--- config.mk ---
export PLATFORM = sky130hd
export DESIGN_NAME = tlvc_parse
export DESIGN_NICKNAME = d
export VERILOG_FILES = /design/src/rtl/core/tlvc_pkg.sv /design/src/rtl/core/tlvc_parse.sv
export SDC_FILE = /design/constraint.sdc
export NUM_CORES = 1
export LEC_CHECK = 0
export ABC_AREA = 1
export BUFFER_PORTS_ARGS = -buffer_cell sky130_fd_sc_hd__buf_2
export CAP_MARGIN = 20
export CORE_MARGIN = 1
export CORE_UTILIZATION = 39
export DETAILED_ROUTE_END_ITERATION = 12
export PLACE_DENSITY = 0.67
export SLEW_MARGIN = 25
export SYNTH_ARGS = -nofsm -noshare
export SYNTH_HDL_FRONTEND = slang
export SYNTH_SLANG_ARGS = --single-unit
--- constraint.sdc ---
create_clock -name i_clk -period 23.6 [get_ports i_clk]
set_clock_uncertainty 0.1 [all_clocks]
set_input_delay 4.72 -clock i_clk [delete_from_list [all_inputs] [get_ports i_clk]]
set_output_delay 4.72 -clock i_clk [all_outputs]
set_load 0.02 [all_outputs]
--- src/rtl/core/tlvc_pkg.sv ---
// ----------------------------------------------------------------------------
// tlvc_pkg
// Shared constants, types and the signature table of the TLV image checker.
// ----------------------------------------------------------------------------
package tlvc_pkg;

    // image size and derived widths
    localparam int IMAGE_BYTES = 2048;
    localparam int OFF_W       = $clog2(IMAGE_BYTES + 257);
    localparam int TL_W        = 16;
    localparam int CMP_W       = TL_W + 1;
    localparam int HDR_BYTES   = 11;
    localparam int VOFF_W      = 11;

    // fixed codes of the image format
    localparam logic [7:0]  HDR_VERSION  = 8'h01;
    localparam logic [7:0]  TYPE_CRC     = 8'hFE;
    localparam logic [7:0]  LEN_CRC      = 8'h04;
    localparam logic [7:0]  TYPE_EMPTY   = 8'h00;
    localparam logic [7:0]  TYPE_ERASED  = 8'hFF;
    localparam logic [7:0]  WANTED_RESET = 8'h21;
    localparam logic [31:0] CRC_POLY     = 32'hEDB88320;
    localparam logic [31:0] CRC_ONES     = 32'hFFFFFFFF;

    // result status codes
    typedef enum logic [2:0] {
        ST_FOUND     = 3'd0,
        ST_NOT_FOUND = 3'd1,
        ST_BAD_HDR   = 3'd2,
        ST_BAD_CRC   = 3'd3,
        ST_BAD_TLV   = 3'd4,
        ST_TRUNCATED = 3'd5
    } t_status;

    // crc control from the parser
    typedef struct packed {
        logic take;
        logic clear;
    } t_crc_ctl;

    // one result item
    typedef struct packed {
        t_status             status;
        logic [VOFF_W-1:0]   value_offset;
        logic [7:0]          value_length;
        logic [63:0]         value_head;
    } t_result;

    // "TlvInfo" with its terminator
    function automatic logic [7:0] sig_byte(input logic [2:0] idx);
        logic [7:0] v;
        case (idx)
            3'd0:    v = 8'h54;
            3'd1:    v = 8'h6C;
            3'd2:    v = 8'h76;
            3'd3:    v = 8'h49;
            3'd4:    v = 8'h6E;
            3'd5:    v = 8'h66;
            3'd6:    v = 8'h6F;
            default: v = 8'h00;
        endcase
        return v;
    endfunction

endpackage

--- src/rtl/core/tlvc_parse.sv ---
// ----------------------------------------------------------------------------
// tlvc_parse
// Header check, crc record capture, TLV walk and status for each image byte.
// ----------------------------------------------------------------------------
module tlvc_parse (
    input  logic                 i_clk,
    input  logic                 i_rst_n,
    input  logic                 i_en,
    input  logic [7:0]           i_byte,
    input  logic                 i_last,
    input  logic [7:0]           i_wanted,
    input  logic [31:0]          i_crc_final,
    output tlvc_pkg::t_crc_ctl   o_crc_ctl,
    output tlvc_pkg::t_result    o_result
);

    localparam int OW = tlvc_pkg::OFF_W;
    localparam int CW = tlvc_pkg::CMP_W;
    localparam int TW = tlvc_pkg::TL_W;

    typedef enum logic [1:0] {
        WALK_SEARCH = 2'd0,
        WALK_FOUND  = 2'd1,
        WALK_BAD    = 2'd2
    } t_walk;

    typedef tlvc_pkg::t_status t_status_l;

    logic [OW-1:0] r_pos,      n_pos;
    logic [TW-1:0] r_tl,       n_tl;
    logic [OW-1:0] r_nro,      n_nro;
    logic          r_hdr_ok,   n_hdr_ok;
    t_walk         r_walk,     n_walk;
    logic [7:0]    r_cur_type, n_cur_type;
    logic [31:0]   r_scrc,     n_scrc;
    logic          r_crec_ok,  n_crec_ok;
    logic [OW-1:0] r_moff,     n_moff;
    logic [7:0]    r_mlen,     n_mlen;
    logic [63:0]   r_mhead,    n_mhead;
    logic          r_len_pend, n_len_pend;

    logic [CW-1:0] p_x;
    logic [CW-1:0] tl_x;
    logic [CW-1:0] area_end;
    logic          in_area;
    logic [OW-1:0] head_idx;
    t_status_l     status;

    // next state of one byte step
    always_comb begin
        n_pos      = (r_pos == {OW{1'b1}}) ? r_pos : r_pos + OW'(1);
        n_tl       = r_tl;
        n_nro      = r_nro;
        n_hdr_ok   = r_hdr_ok;
        n_walk     = r_walk;
        n_cur_type = r_cur_type;
        n_scrc     = r_scrc;
        n_crec_ok  = r_crec_ok;
        n_moff     = r_moff;
        n_mlen     = r_mlen;
        n_mhead    = r_mhead;
        n_len_pend = r_len_pend;
        head_idx   = r_pos - r_moff;

        // header fields
        if (r_pos < OW'(8)) begin
            if (i_byte != tlvc_pkg::sig_byte(r_pos[2:0])) begin
                n_hdr_ok = 1'b0;
            end
        end else if (r_pos == OW'(8)) begin
            if (i_byte != tlvc_pkg::HDR_VERSION) begin
                n_hdr_ok = 1'b0;
            end
        end else if (r_pos == OW'(9)) begin
            n_tl = {i_byte, 8'h00};
        end else if (r_pos == OW'(10)) begin
            n_tl = r_tl | TW'(i_byte);
            if (n_tl > TW'(tlvc_pkg::IMAGE_BYTES - tlvc_pkg::HDR_BYTES)) begin
                n_hdr_ok = 1'b0;
            end
        end

        p_x      = CW'(r_pos);
        tl_x     = CW'(n_tl);
        area_end = tl_x + CW'(tlvc_pkg::HDR_BYTES);
        in_area  = (r_pos >= OW'(tlvc_pkg::HDR_BYTES)) && n_hdr_ok && (p_x < area_end);

        if (in_area) begin
            // crc record at the end of the record area
            if (n_tl >= TW'(6)) begin
                if (p_x == tl_x + CW'(5)) begin
                    n_crec_ok = (i_byte == tlvc_pkg::TYPE_CRC);
                end else if (p_x == tl_x + CW'(6)) begin
                    n_crec_ok = r_crec_ok && (i_byte == tlvc_pkg::LEN_CRC);
                end else if (p_x >= tl_x + CW'(7)) begin
                    n_scrc = {r_scrc[23:0], i_byte};
                end
            end
            // record walk
            case (r_walk)
                WALK_SEARCH: begin
                    if (r_len_pend) begin
                        n_nro      = r_pos + OW'(1) + OW'(i_byte);
                        n_len_pend = 1'b0;
                    end else if (r_pos == r_nro) begin
                        n_cur_type = i_byte;
                        if (i_byte == tlvc_pkg::TYPE_EMPTY ||
                            i_byte == tlvc_pkg::TYPE_ERASED) begin
                            n_walk = WALK_BAD;
                        end else if (i_byte == i_wanted) begin
                            n_walk = WALK_FOUND;
                            n_moff = r_pos + OW'(2);
                        end else begin
                            n_len_pend = 1'b1;
                        end
                    end
                end
                WALK_FOUND: begin
                    if (r_pos + OW'(1) == r_moff) begin
                        n_mlen = i_byte;
                    end else if (r_pos >= r_moff) begin
                        if (head_idx < OW'(8) && head_idx < OW'(r_mlen)) begin
                            for (int k = 0; k < 8; k++) begin
                                if (head_idx[2:0] == 3'(k)) begin
                                    n_mhead[63-8*k -: 8] = r_mhead[63-8*k -: 8] | i_byte;
                                end
                            end
                        end
                    end
                end
                default: begin
                end
            endcase
        end
    end

    // crc takes header bytes and the area up to the crc value
    assign o_crc_ctl.take  = (r_pos < OW'(tlvc_pkg::HDR_BYTES)) ||
                             (p_x < tl_x + CW'(7));
    assign o_crc_ctl.clear = i_last;

    // status in priority order
    always_comb begin
        if (n_pos < OW'(tlvc_pkg::HDR_BYTES)) begin
            status = tlvc_pkg::ST_TRUNCATED;
        end else if (!n_hdr_ok) begin
            status = tlvc_pkg::ST_BAD_HDR;
        end else if (n_tl < TW'(6)) begin
            status = tlvc_pkg::ST_BAD_CRC;
        end else if (CW'(n_pos) < area_end) begin
            status = tlvc_pkg::ST_TRUNCATED;
        end else if (!n_crec_ok || i_crc_final != n_scrc) begin
            status = tlvc_pkg::ST_BAD_CRC;
        end else if (n_walk == WALK_BAD) begin
            status = tlvc_pkg::ST_BAD_TLV;
        end else if (n_walk == WALK_FOUND) begin
            status = tlvc_pkg::ST_FOUND;
        end else begin
            status = tlvc_pkg::ST_NOT_FOUND;
        end
    end

    // result fields, zero unless a record was found
    always_comb begin
        o_result.status = status;
        if (status == tlvc_pkg::ST_FOUND) begin
            o_result.value_offset = n_moff[tlvc_pkg::VOFF_W-1:0];
            o_result.value_length = n_mlen;
            o_result.value_head   = n_mhead;
        end else begin
            o_result.value_offset = '0;
            o_result.value_length = '0;
            o_result.value_head   = '0;
        end
    end

    // parser state, cleared at reset and after the last byte of an image
    always_ff @(posedge i_clk) begin
        if (!i_rst_n || (i_en && i_last)) begin
            r_pos      <= '0;
            r_tl       <= '0;
            r_nro      <= OW'(tlvc_pkg::HDR_BYTES);
            r_hdr_ok   <= 1'b1;
            r_walk     <= WALK_SEARCH;
            r_cur_type <= '0;
            r_scrc     <= '0;
            r_crec_ok  <= 1'b0;
            r_moff     <= '0;
            r_mlen     <= '0;
            r_mhead    <= '0;
            r_len_pend <= 1'b0;
        end else if (i_en) begin
            r_pos      <= n_pos;
            r_tl       <= n_tl;
            r_nro      <= n_nro;
            r_hdr_ok   <= n_hdr_ok;
            r_walk     <= n_walk;
            r_cur_type <= n_cur_type;
            r_scrc     <= n_scrc;
            r_crec_ok  <= n_crec_ok;
            r_moff     <= n_moff;
            r_mlen     <= n_mlen;
            r_mhead    <= n_mhead;
            r_len_pend <= n_len_pend;
        end
    end

`ifndef SYNTH
    // a record found always has its type byte seen as the wanted code
    a_found_type: assert property (@(posedge i_clk) disable iff (!i_rst_n)
        (i_en && !i_last && r_walk == WALK_SEARCH && n_walk == WALK_FOUND)
        |=> (r_cur_type == $past(i_wanted)))
        else $error("found record type differs from wanted type");

    // a length byte is only pending while still searching
    a_pend_search: assert property (@(posedge i_clk) disable iff (!i_rst_n)
        r_len_pend |-> (r_walk == WALK_SEARCH))
        else $error("length pending outside search");
`endif

endmodule

==> results of run 1 <==
==> worst max-delay path: cells and delay by family <==
family | cells | cell delay (ps)
buffers and inverters | 7 | 2540
and+or+nand+nor | 22 | 3440
xor gates and xnor gates | 1 | 410
adders and majority gates | 2 | 590
AOI/OAI and AO/OA | 4 | 1130
==> per-stage QoR <==
stage | instance area (um2) | setup WS, ps
floorplan | 14000 | 9310
global placement | 14900 | 6160
detailed placement | 14900 | 5970
CTS | 15400 | 5950
global route | 15400 | 5340
finish | 15400 | 5780
==> state kept, by name, indices dropped and copies added (netlist names) <==
register / count
r_mhead: 64
r_scrc: 32
r_tl: 16
r_moff: 12
r_nro: 12
r_pos: 12
r_mlen: 8
r_walk: 2
r_crec_ok: 1
r_hdr_ok: 1
r_len_pend: 1
==> worst paths after layout <==
check                                 from                  endpoint  slack, ps  cells past startpoint
setup / recovery                 i_byte[0]               o_result[6]       5780                     36
hold / removal    r_mhead[17]$_SDFFE_PP0P_  r_mhead[17]$_SDFFE_PP0P_        360                      2
setup reg to reg     r_pos[1]$_SDFFE_PP0P_   r_scrc[16]$_SDFFE_PP0P_      15850                     31
hold reg to reg   r_mhead[17]$_SDFFE_PP0P_  r_mhead[17]$_SDFFE_PP0P_        360                      2
==> layout make-up <==
cell class | count | area (um2) | share of cell area [%]
clock buffers | 18 | 439 | 2.84
well taps | 455 | 569 | 3.69
repair buffers | 151 | 786 | 5.09
flip-flops and latches | 161 | 3220 | 20.9
clock inverters | 14 | 139 | 0.899
inverters | 433 | 1630 | 10.6
multi-input cells | 1551 | 8650 | 56.0
==> layout by cell type (no fill, tap or decap), types with 67 or more instances in the layout <==
cell type,n
nand2_1,419
inv_1,417
nor2_1,199
o21ai_0,167
nand3_1,162
dfxtp_1,161
buf_2,139
a21oi_1,111
ha_1,73
a211oi_1,70
xor2_1,67
==> cells by family (layout without fill, tap and decap cells) <==
| kind of cell | after synthesis | count (layout) |
|---|---|---|
| XOR/XNOR | 83 | 83 |
| multiplexers | 10 | 10 |
| AND/OR/NAND/NOR | 966 | 966 |
| AO/OA/AOI/OAI | 417 | 417 |
| buffers and inverters | 517 | 616 |
| adder cells (fa/ha/maj) | 75 | 75 |
| flip-flops | 161 | 161 |
==> layer usage <==
layer	wire [um]	part of all wire, %
met5	0	0
met2	21500	45
met4	1800	3.7
met1	21700	45
met3	3210	6.7
==> power by group <==
part	internal (uW)	switching, uW	leakage (uW)	total (uW)
Combinational	66.1	148	0.00566	214
Sequential	280	9.12	0.00131	289
Clock	143	138	0.000288	281
==> results.sh, run 1 <==
export IMPL_cts_buffer_depth=2
export IMPL_post_cts_buffers=0
export IMPL_crit_top_cell="nor2_1"
export IMPL_tightest_slew_ps=1000
export IMPL_yosys_most_used_dff="dfxtp_1"
export IMPL_synth_common_cells="nand2_1 (420), inv_1 (418), nor2_1 (199)"
export IMPL_crit_required_ps=18780
export IMPL_synth_compound_area_share_pct=17.4
export IMPL_hp_class="reg2reg"
export IMPL_hold_viol=0
export IMPL_syn_inst=2229
export IMPL_drive_above_1_share_pct=13.6
export IMPL_crit_path_end_kind="primary output"
export IMPL_syn_to_final_growth_pct=10.4
export IMPL_synth_area_per_cell_um2=6.28
export IMPL_diodes=0
export IMPL_synthMuxAreaShare_pct=0.715
export IMPL_min_period_over_period_pct=75.5
export IMPL_port_buffers=139
export IMPL_synth_seq_cells=161
export IMPL_root_buffer="clkbuf_16"
export IMPL_start_util_pct=40.1
export IMPL_die_h_um=191
export IMPL_arrival_ps=13000
export IMPL_clk_pin_slew_ps=70
export IMPL_fp_dieW_um=191
export IMPL_synth_seq_area_share_pct=23.0
export IMPL_clk_latency_ps=460
export IMPL_yosysTopAreaCell="dfxtp_1"
export IMPL_grt_use_met3_pct=2.90
export IMPL_pwr_density_cell_nw_per_um2=50.7
export IMPL_use_met1_pct=35.1
export IMPL_cap_violations=0
export IMPL_synth_edff_count=0
export IMPL_die_area_um2=36600
export IMPL_post_drt_wl_per_cell_um=17.3
export IMPL_post_route_util_pct=44.3
export IMPL_finalCriticalPeriod_ps=17820
export IMPL_io_pins=140
export IMPL_fp_row_count=68
export IMPL_nets=2442
export IMPL_power_leakage_uw=0.00726
export IMPL_gp_congestion=1.02
export IMPL_synthesis_nets=2356
export IMPL_cp_slowest_cell="buf_4"
export IMPL_cts_max_level=4
export IMPL_synth_top_family_by_area="simple AND/OR/NAND/NOR gates"
export IMPL_setup_viol=0
export IMPL_grt_busiest_layer="met2"
export IMPL_synthAdderAreaFrac_pct=6.82
export IMPL_holdWs_ps=358
export IMPL_drtIter0Drc=1223
export IMPL_post_cts_resize_count=0
export IMPL_ctsHoldBuffers=0
export IMPL_num_vias=14779
export IMPL_worstSetupPathType="in2out"
export IMPL_drc=0
export IMPL_dpl_hpwl_um=36600
export IMPL_p_total_uw=784
export IMPL_antenna_found_initial=0
export IMPL_cpPeakStageDelay_ps=830
export IMPL_status="finished, final reports clean"
export IMPL_synthArstFlopShare_pct=0
export IMPL_synth_area_leaders="dfxtp_1 (23%), nand2_1 (11%), inv_1 (11%)"
export IMPL_synth_most_common_cell="nand2_1"
export IMPL_drtAntennaViolNets=0
export IMPL_yosys_cell_types_count=55
export IMPL_stdcell_count=2783
export IMPL_cts_made_buffers=17
export IMPL_rsz0062_at_grt="no"
export IMPL_grt_pass1_vias=13430
export IMPL_nFillCells=3745
export IMPL_syn_cell_area_um2=14000
export IMPL_synthSimpleGateAreaFrac_pct=31.7
export IMPL_routed_wl_um=48200
export IMPL_tritoncts="done"
export IMPL_overflow=0
export IMPL_viasPerCell=5.31
export IMPL_synth_top_cell_area_share_pct=23.0
export IMPL_ys_warn_count=0
export IMPL_synth_xor_xnor_area_share_pct=5.20
export IMPL_report_final_slew_viol_count=0
export IMPL_grt_pass1_wl_um=74000
export IMPL_ir_worst_vdd_mv=0.0515
export IMPL_startpoint_type="primary input"
export IMPL_grt_util_met2_pct=41.9
export IMPL_dp_cells=2751
export IMPL_core_um2=34900
export IMPL_grt_util_all_layers_pct=26.2
export IMPL_cp_max_fo=65
export IMPL_grt_max_degree=85
export IMPL_drtPass1Iterations=6
export IMPL_fmax_mhz=56.1
export IMPL_tns_ps=0
export IMPL_cts_sinks=161
export IMPL_relSlewSlack_pct=33.1
No activity file was read; power rests on OpenSTA's default activity.
==> run 2: changes to the inputs <==
Settings changed: ABC_AREA 1 to 0.
Clock period 23.6 ns to 18.1 ns, I/O delays scaled along.
==> run 2 against run 1 <==
Against the previous run: clock-buffer cell count fell by 1; hold slack improved by 13 ps; via count fell by 9.6%; synthesized cell count fell by 21%; global-route usage fell by 0.16 points; critical endpoint is now o_result[75]; largest cell class unchanged.
==> results.sh, run 2 <==
export IMPL_post_cts_buffers=0
export IMPL_port_buffers=139
export IMPL_synth_compound_area_share_pct=21.5
export IMPL_tightest_slew_ps=1090
export IMPL_nFillCells=3425
export IMPL_top_regs="r_mhead x64, r_scrc x32, r_tl x16"
export IMPL_antenna_found_initial=0
export IMPL_gp_congestion=0.957
export IMPL_swShare_pct=32.5
export IMPL_grt_pass1_vias=12677
export IMPL_grt_busiest_layer="met2"
export IMPL_drtPass1Iterations=5
export IMPL_synth_area_per_cell_um2=7.54
export IMPL_regArea_um2=3220
export IMPL_synth_seq_cells=161
export IMPL_synth_seq_area_share_pct=24.3
export IMPL_worst_slack_ps=3070
export IMPL_pwr_density_cell_nw_per_um2=59.4
export IMPL_final_cell_mix="nor2_1 (275), dfxtp_1 (161), buf_2 (139)"
export IMPL_startpoint_type="primary input"
export IMPL_grt_util_all_layers_pct=26.0
export IMPL_dpl_hpwl_um=32700
export IMPL_worstSetupPathType="in2out"
export IMPL_cts_sinks=161
export IMPL_post_route_util_pct=44.4
export IMPL_overflow=0
export IMPL_synthArstFlopShare_pct=0
export IMPL_tns_ps=0
export IMPL_syn_cell_area_um2=13300
export IMPL_viasPerCell=5.85
export IMPL_syn_inst=1759
export IMPL_synth_edff_count=0
export IMPL_grt_pass1_wl_um=72000
export IMPL_diodes=0
export IMPL_crit_required_ps=14380
export IMPL_drtAntennaViolNets=0
export IMPL_cp_num_cells=27
export IMPL_fmax_mhz=66.5
export IMPL_clk_pin_slew_ps=70
export IMPL_switching_power_uw=286
export IMPL_use_met1_pct=34.7
export IMPL_min_path_cells=2
export IMPL_yosys_cell_types_count=73
export IMPL_drc=0
export IMPL_synth_xor_xnor_area_share_pct=8.72
export IMPL_synthAdderAreaFrac_pct=7.19
export IMPL_grt_use_met3_pct=3.18
export IMPL_p_total_uw=882
export IMPL_dp_cells=2251
export IMPL_crit_buf_inv=5
export IMPL_largest_register_ffs=64
export IMPL_crit_path_end_kind="primary output"
export IMPL_clk_latency_ps=450
export IMPL_synthSimpleGateAreaFrac_pct=25.3
export IMPL_io_pins=140
export IMPL_regMostFlops="r_mhead"
export IMPL_stdcell_count=2283
export IMPL_root_buffer="clkbuf_16"
export IMPL_relSlewSlack_pct=27.0
export IMPL_cpLargestDelayFamily="simple AND/OR/NAND/NOR gates"
export IMPL_crit_top_cell="o21ai_0"
export IMPL_synth_common_cells="nor2_1 (275), dfxtp_1 (161), nand2_1 (115)"
export IMPL_clkPwrFrac_pct=42.7
export IMPL_post_place_ws_ps=3240
export IMPL_die_area_um2=34700
export IMPL_hold_viol=0
export IMPL_cts_max_level=4
export IMPL_start_util_pct=39.6
export IMPL_synth_most_common_cell="nor2_1"
export IMPL_combinationalPowerShare_pct=16.5
export IMPL_setup_viol=0
export IMPL_r2r_cells=24
export IMPL_cap_violations=0
export IMPL_ys_warn_count=0
export IMPL_grt_util_met2_pct=43.0
export IMPL_nets=1949
export IMPL_tritoncts="done"
export IMPL_yosysTopAreaCell="dfxtp_1"
export IMPL_grt_max_degree=84
export IMPL_synthMuxAreaShare_pct=6.81
export IMPL_post_cts_resize_count=0
export IMPL_multi_input_area_um2=9240
export IMPL_cpPeakStageDelay_ps=580
export IMPL_rsz0062_at_grt="no"
export IMPL_syn_to_final_growth_pct=11.9
export IMPL_status="finished, final reports clean"
export IMPL_p_seq_share_pct=40.8
export IMPL_drtIter0Drc=1235
export IMPL_mostFrequentLayoutCell="nor2_1"
export IMPL_num_vias=13359
export IMPL_drive_above_1_share_pct=12.3
export IMPL_synth_top_cell_area_share_pct=24.3
export IMPL_ctsHoldBuffers=0
export IMPL_synthesis_nets=1886
export IMPL_min_period_over_period_pct=83.1
export IMPL_ir_worst_vdd_mv=0.0483
export IMPL_fp_row_count=67
export IMPL_report_final_slew_viol_count=0
export IMPL_cp_max_fo=83
export IMPL_finalCriticalPeriod_ps=15030
export IMPL_synth_top_family_by_area="simple AND/OR/NAND/NOR gates"
export IMPL_core_um2=33400
export IMPL_post_drt_wl_per_cell_um=20.2
export IMPL_cts_buffer_depth=2
export IMPL_routed_wl_um=46000
export IMPL_cts_made_buffers=17
export IMPL_synth_area_leaders="dfxtp_1 (24%), nor2_1 (7.8%), ha_1 (6.9%)"
export IMPL_power_internal_uw=595
export IMPL_yosys_most_used_dff="dfxtp_1"
export IMPL_die_h_um=186
export IMPL_cp_slowest_cell="or4b_1"
export IMPL_fp_dieW_um=186
export IMPL_hp_class="reg2reg"
export IMPL_arrival_ps=11310
export IMPL_power_leakage_uw=0.00602
run 2: routing by layer:
layer	vias to the layer above	part of all wire (%)	routed length (um)
met2	575	46	21100
met3	98	6.4	2930
met1	6351	45	20700
met5	-	0	0
li1	6335	-	-
met4	0	2.8	1290
run 2: stage by stage:
stage / area, um2 / hold slack, ps
floorplan: 13300 / 337
global route: 14800 / 394
global placement: 14200 / 348
detailed placement: 14200 / 353
finish: 14800 / 371
CTS: 14800 / 374
run 2: logic make-up after synthesis:
| family | after synthesis |
|---|---|
| simple gates | 687 |
| compound gates | 413 |
| buf+inv | 201 |
| flops | 161 |
| xor+xnor | 132 |
| mux | 90 |
| fa+ha+maj | 75 |
run 2: worst paths after layout:
path | slack, ps | end | from
setup / recovery | 3070 | o_result[75] | i_byte[1]
hold / removal | 370 | r_mhead[60]$_SDFFE_PP0P_ | r_mhead[60]$_SDFFE_PP0P_
setup reg to reg | 9490 | r_mhead[39]$_SDFFE_PP0P_ | r_pos[0]$_SDFFE_PP0P_
hold reg to reg | 370 | r_mhead[60]$_SDFFE_PP0P_ | r_mhead[60]$_SDFFE_PP0P_
run 2: area by class of cell:
class,instances,share of cell area [%]
Tap cell,448,3.78
Timing Repair Buffer,168,6.16
Sequential cell,161,21.7
Inverter,77,1.95
Multi-Input combinational cell,1397,62.3
Clock inverter,15,1.25
Clock buffer,17,2.87
run 2: power by group through the flow:
stage / Combinational [uW] / Clock, uW / Sequential [uW]
6_report: 146 / 376 / 360
5_1_grt: 158 / 394 / 360
4_1_cts: 144 / 379 / 360
3_5_place_dp: 143 / 0 / 368
3_3_place_gp: 141 / 0 / 368
2_1_floorplan: 98.8 / 0 / 366
run 2: worst register-to-register path: cells and delay by family, from the launching register on:
kind | cells | cell delay [ps]
buffers and inverters | 3 | 830
AO/OA/AOI/OAI | 10 | 2710
XOR/XNOR | 1 | 330
flip-flops | 1 | 650
AND/OR/NAND/NOR | 7 | 2870
adder cells (fa/ha/maj) | 3 | 1050
==> run 3: changes to the inputs <==
Settings changed: PLACE_DENSITY 0.67 to 0.69.
Clock period 18.1 ns to 13.8 ns, I/O delays scaled along.
==> run 3 against run 2 <==
Against the previous run: utilization rose by 0.15 points; die area stayed put; wire length shrank 0.28%; design area grew 0.34%; clock-buffer cell count rose by 1; non-clock buffer count increased by 7; register-to-register slack worse by 4000 ps; hold slack worse by 3.3 ps; flip-flop and latch count unchanged; critical path depth stayed put; critical endpoint unchanged.
==> results.sh, run 3 (synthesized netlist as in run 2, its figures left out) <==
export IMPL_grt_pass1_vias=12727
export IMPL_tightest_slew_ps=983
export IMPL_root_buffer="clkbuf_16"
export IMPL_post_drt_wl_per_cell_um=20.0
export IMPL_cts_made_buffers=17
export IMPL_top_regs="r_mhead x64, r_scrc x32, r_tl x16"
export IMPL_clk_pin_slew_ps=80
export IMPL_routed_wl_um=45900
export IMPL_fp_row_count=67
export IMPL_crit_top_cell="o21ai_0"
export IMPL_regMostFlops="r_mhead"
export IMPL_cap_violations=0
export IMPL_cp_max_fo=83
export IMPL_drtIter0Drc=1383
export IMPL_pwr_density_cell_nw_per_um2=78.0
export IMPL_die_h_um=186
export IMPL_num_vias=13473
export IMPL_crit_required_ps=10940
export IMPL_nets=1956
export IMPL_clkPwrFrac_pct=42.6
export IMPL_viasPerCell=5.88
export IMPL_ir_worst_vdd_mv=0.0755
export IMPL_setup_viol=0
export IMPL_hold_viol=0
export IMPL_grt_pass1_wl_um=71400
export IMPL_switching_power_uw=366
export IMPL_port_buffers=139
export IMPL_report_final_slew_viol_count=0
export IMPL_grt_max_degree=84
export IMPL_die_area_um2=34700
export IMPL_final_cell_mix="nor2_1 (274), dfxtp_1 (161), buf_2 (139)"
export IMPL_finalCriticalPeriod_ps=12950
export IMPL_post_cts_resize_count=0
export IMPL_fmax_mhz=77.2
export IMPL_multi_input_area_um2=9240
export IMPL_core_um2=33400
export IMPL_power_internal_uw=795
export IMPL_cts_buffer_depth=2
export IMPL_mostFrequentLayoutCell="nor2_1"
export IMPL_largest_register_ffs=64
export IMPL_swShare_pct=31.5
export IMPL_status="finished, final reports clean"
export IMPL_drtAntennaViolNets=0
export IMPL_power_leakage_uw=0.00606
export IMPL_combinationalPowerShare_pct=16.7
export IMPL_ctsHoldBuffers=0
export IMPL_min_period_over_period_pct=93.8
export IMPL_final_area_um2=14900
export IMPL_drc=0
export IMPL_regArea_um2=3220
export IMPL_io_pins=140
export IMPL_start_util_pct=39.6
export IMPL_syn_to_final_growth_pct=12.3
export IMPL_cpPeakStageDelay_ps=840
export IMPL_overflow=0
export IMPL_relSlewSlack_pct=33.5
export IMPL_holdWs_ps=368
export IMPL_crit_path_end_kind="primary output"
export IMPL_cts_sinks=161
export IMPL_dpl_hpwl_um=32900
export IMPL_placed_area_um2=14300
export IMPL_fp_dieW_um=186
export IMPL_gp_congestion=0.995
export IMPL_post_place_ws_ps=1090
export IMPL_drtPass1Iterations=6
export IMPL_antenna_found_initial=0
export IMPL_startpoint_type="primary input"
export IMPL_cts_max_level=4
export IMPL_rsz0062_at_grt="no"
export IMPL_diodes=0
export IMPL_grt_util_all_layers_pct=25.8
export IMPL_p_total_uw=1160
export IMPL_worstSetupPathType="in2out"
export IMPL_tns_ps=0
export IMPL_cp_slowest_cell="o311ai_1"
export IMPL_arrival_ps=10090
export IMPL_post_cts_buffers=0
export IMPL_clk_latency_ps=430
export IMPL_tritoncts="done"
export IMPL_nFillCells=3344
export IMPL_drive_above_1_share_pct=12.6
export IMPL_p_seq_share_pct=40.7
export IMPL_hp_class="reg2reg"
export IMPL_worst_slack_ps=850
[run 3: changes by cell type in the layout (fill, tap and decap cells not counted), sizes merged]
| cell | delta |
|---|---|
| clkbuf | +1 |
| inv | +2 |
| clkinvlp | -2 |
| clkinv | -2 |
| buf | +7 |
| bufinv | +1 |
[run 3: worst max-delay path, delay by kind of cell]
| kind | cells | cell delay, ps |
|---|---|---|
| buffers and inverters | 4 | 1040 |
| xor gates and xnor gates | 1 | 150 |
| and+or+nand+nor | 11 | 3000 |
| AOI/OAI and AO/OA | 9 | 2380 |
| adders and majority gates | 2 | 680 |
[run 3: final timing paths]
path	startpoint	end	slack [ps]	cells past startpoint
worst max-delay path	i_byte[0]	o_result[75]	850	27
worst min-delay path	r_mhead[52]$_SDFFE_PP0P_	r_mhead[52]$_SDFFE_PP0P_	370	1
worst max register to register	r_pos[1]$_SDFFE_PP0P_	r_scrc[6]$_SDFFE_PP0P_	5500	28
worst min register to register	r_mhead[52]$_SDFFE_PP0P_	r_mhead[52]$_SDFFE_PP0P_	370	1
[run 3: layout make-up]
class,instances,area share [%]
clock inverter,14,1.11
clock buffer,18,2.88
timing repair buffer,175,6.57
inverter,77,1.94
tap,448,3.77
multi-input combinational,1397,62.1
sequential,161,21.7
[run 3: layer usage]
metal  global-route usage [%]  part of all wire [%]  up-vias
met5                        0                     0        -
met4                     11.1                   4.1        0
met3                     3.39                   7.6      131
met2                     42.3                    46      626
met1                     33.7                    43     6368
li1                         -                     -     6348
[run 3: metrics by stage]
stage	cells	util, %
final	2290	44.5
after global routing	2290	44.5
after CTS	2290	44.5
after detailed placement	2258	42.7
after global placement	2258	42.7
after floorplan	1759	-
[run 3: power groups by stage]
stage | registers (uW) | logic [uW] | clock network [uW]
after floorplan | 480 | 130 | 0
final | 473 | 194 | 494
after global routing | 473 | 209 | 516
after CTS | 473 | 190 | 498
after global placement | 484 | 186 | 0
after detailed placement | 483 | 189 | 0
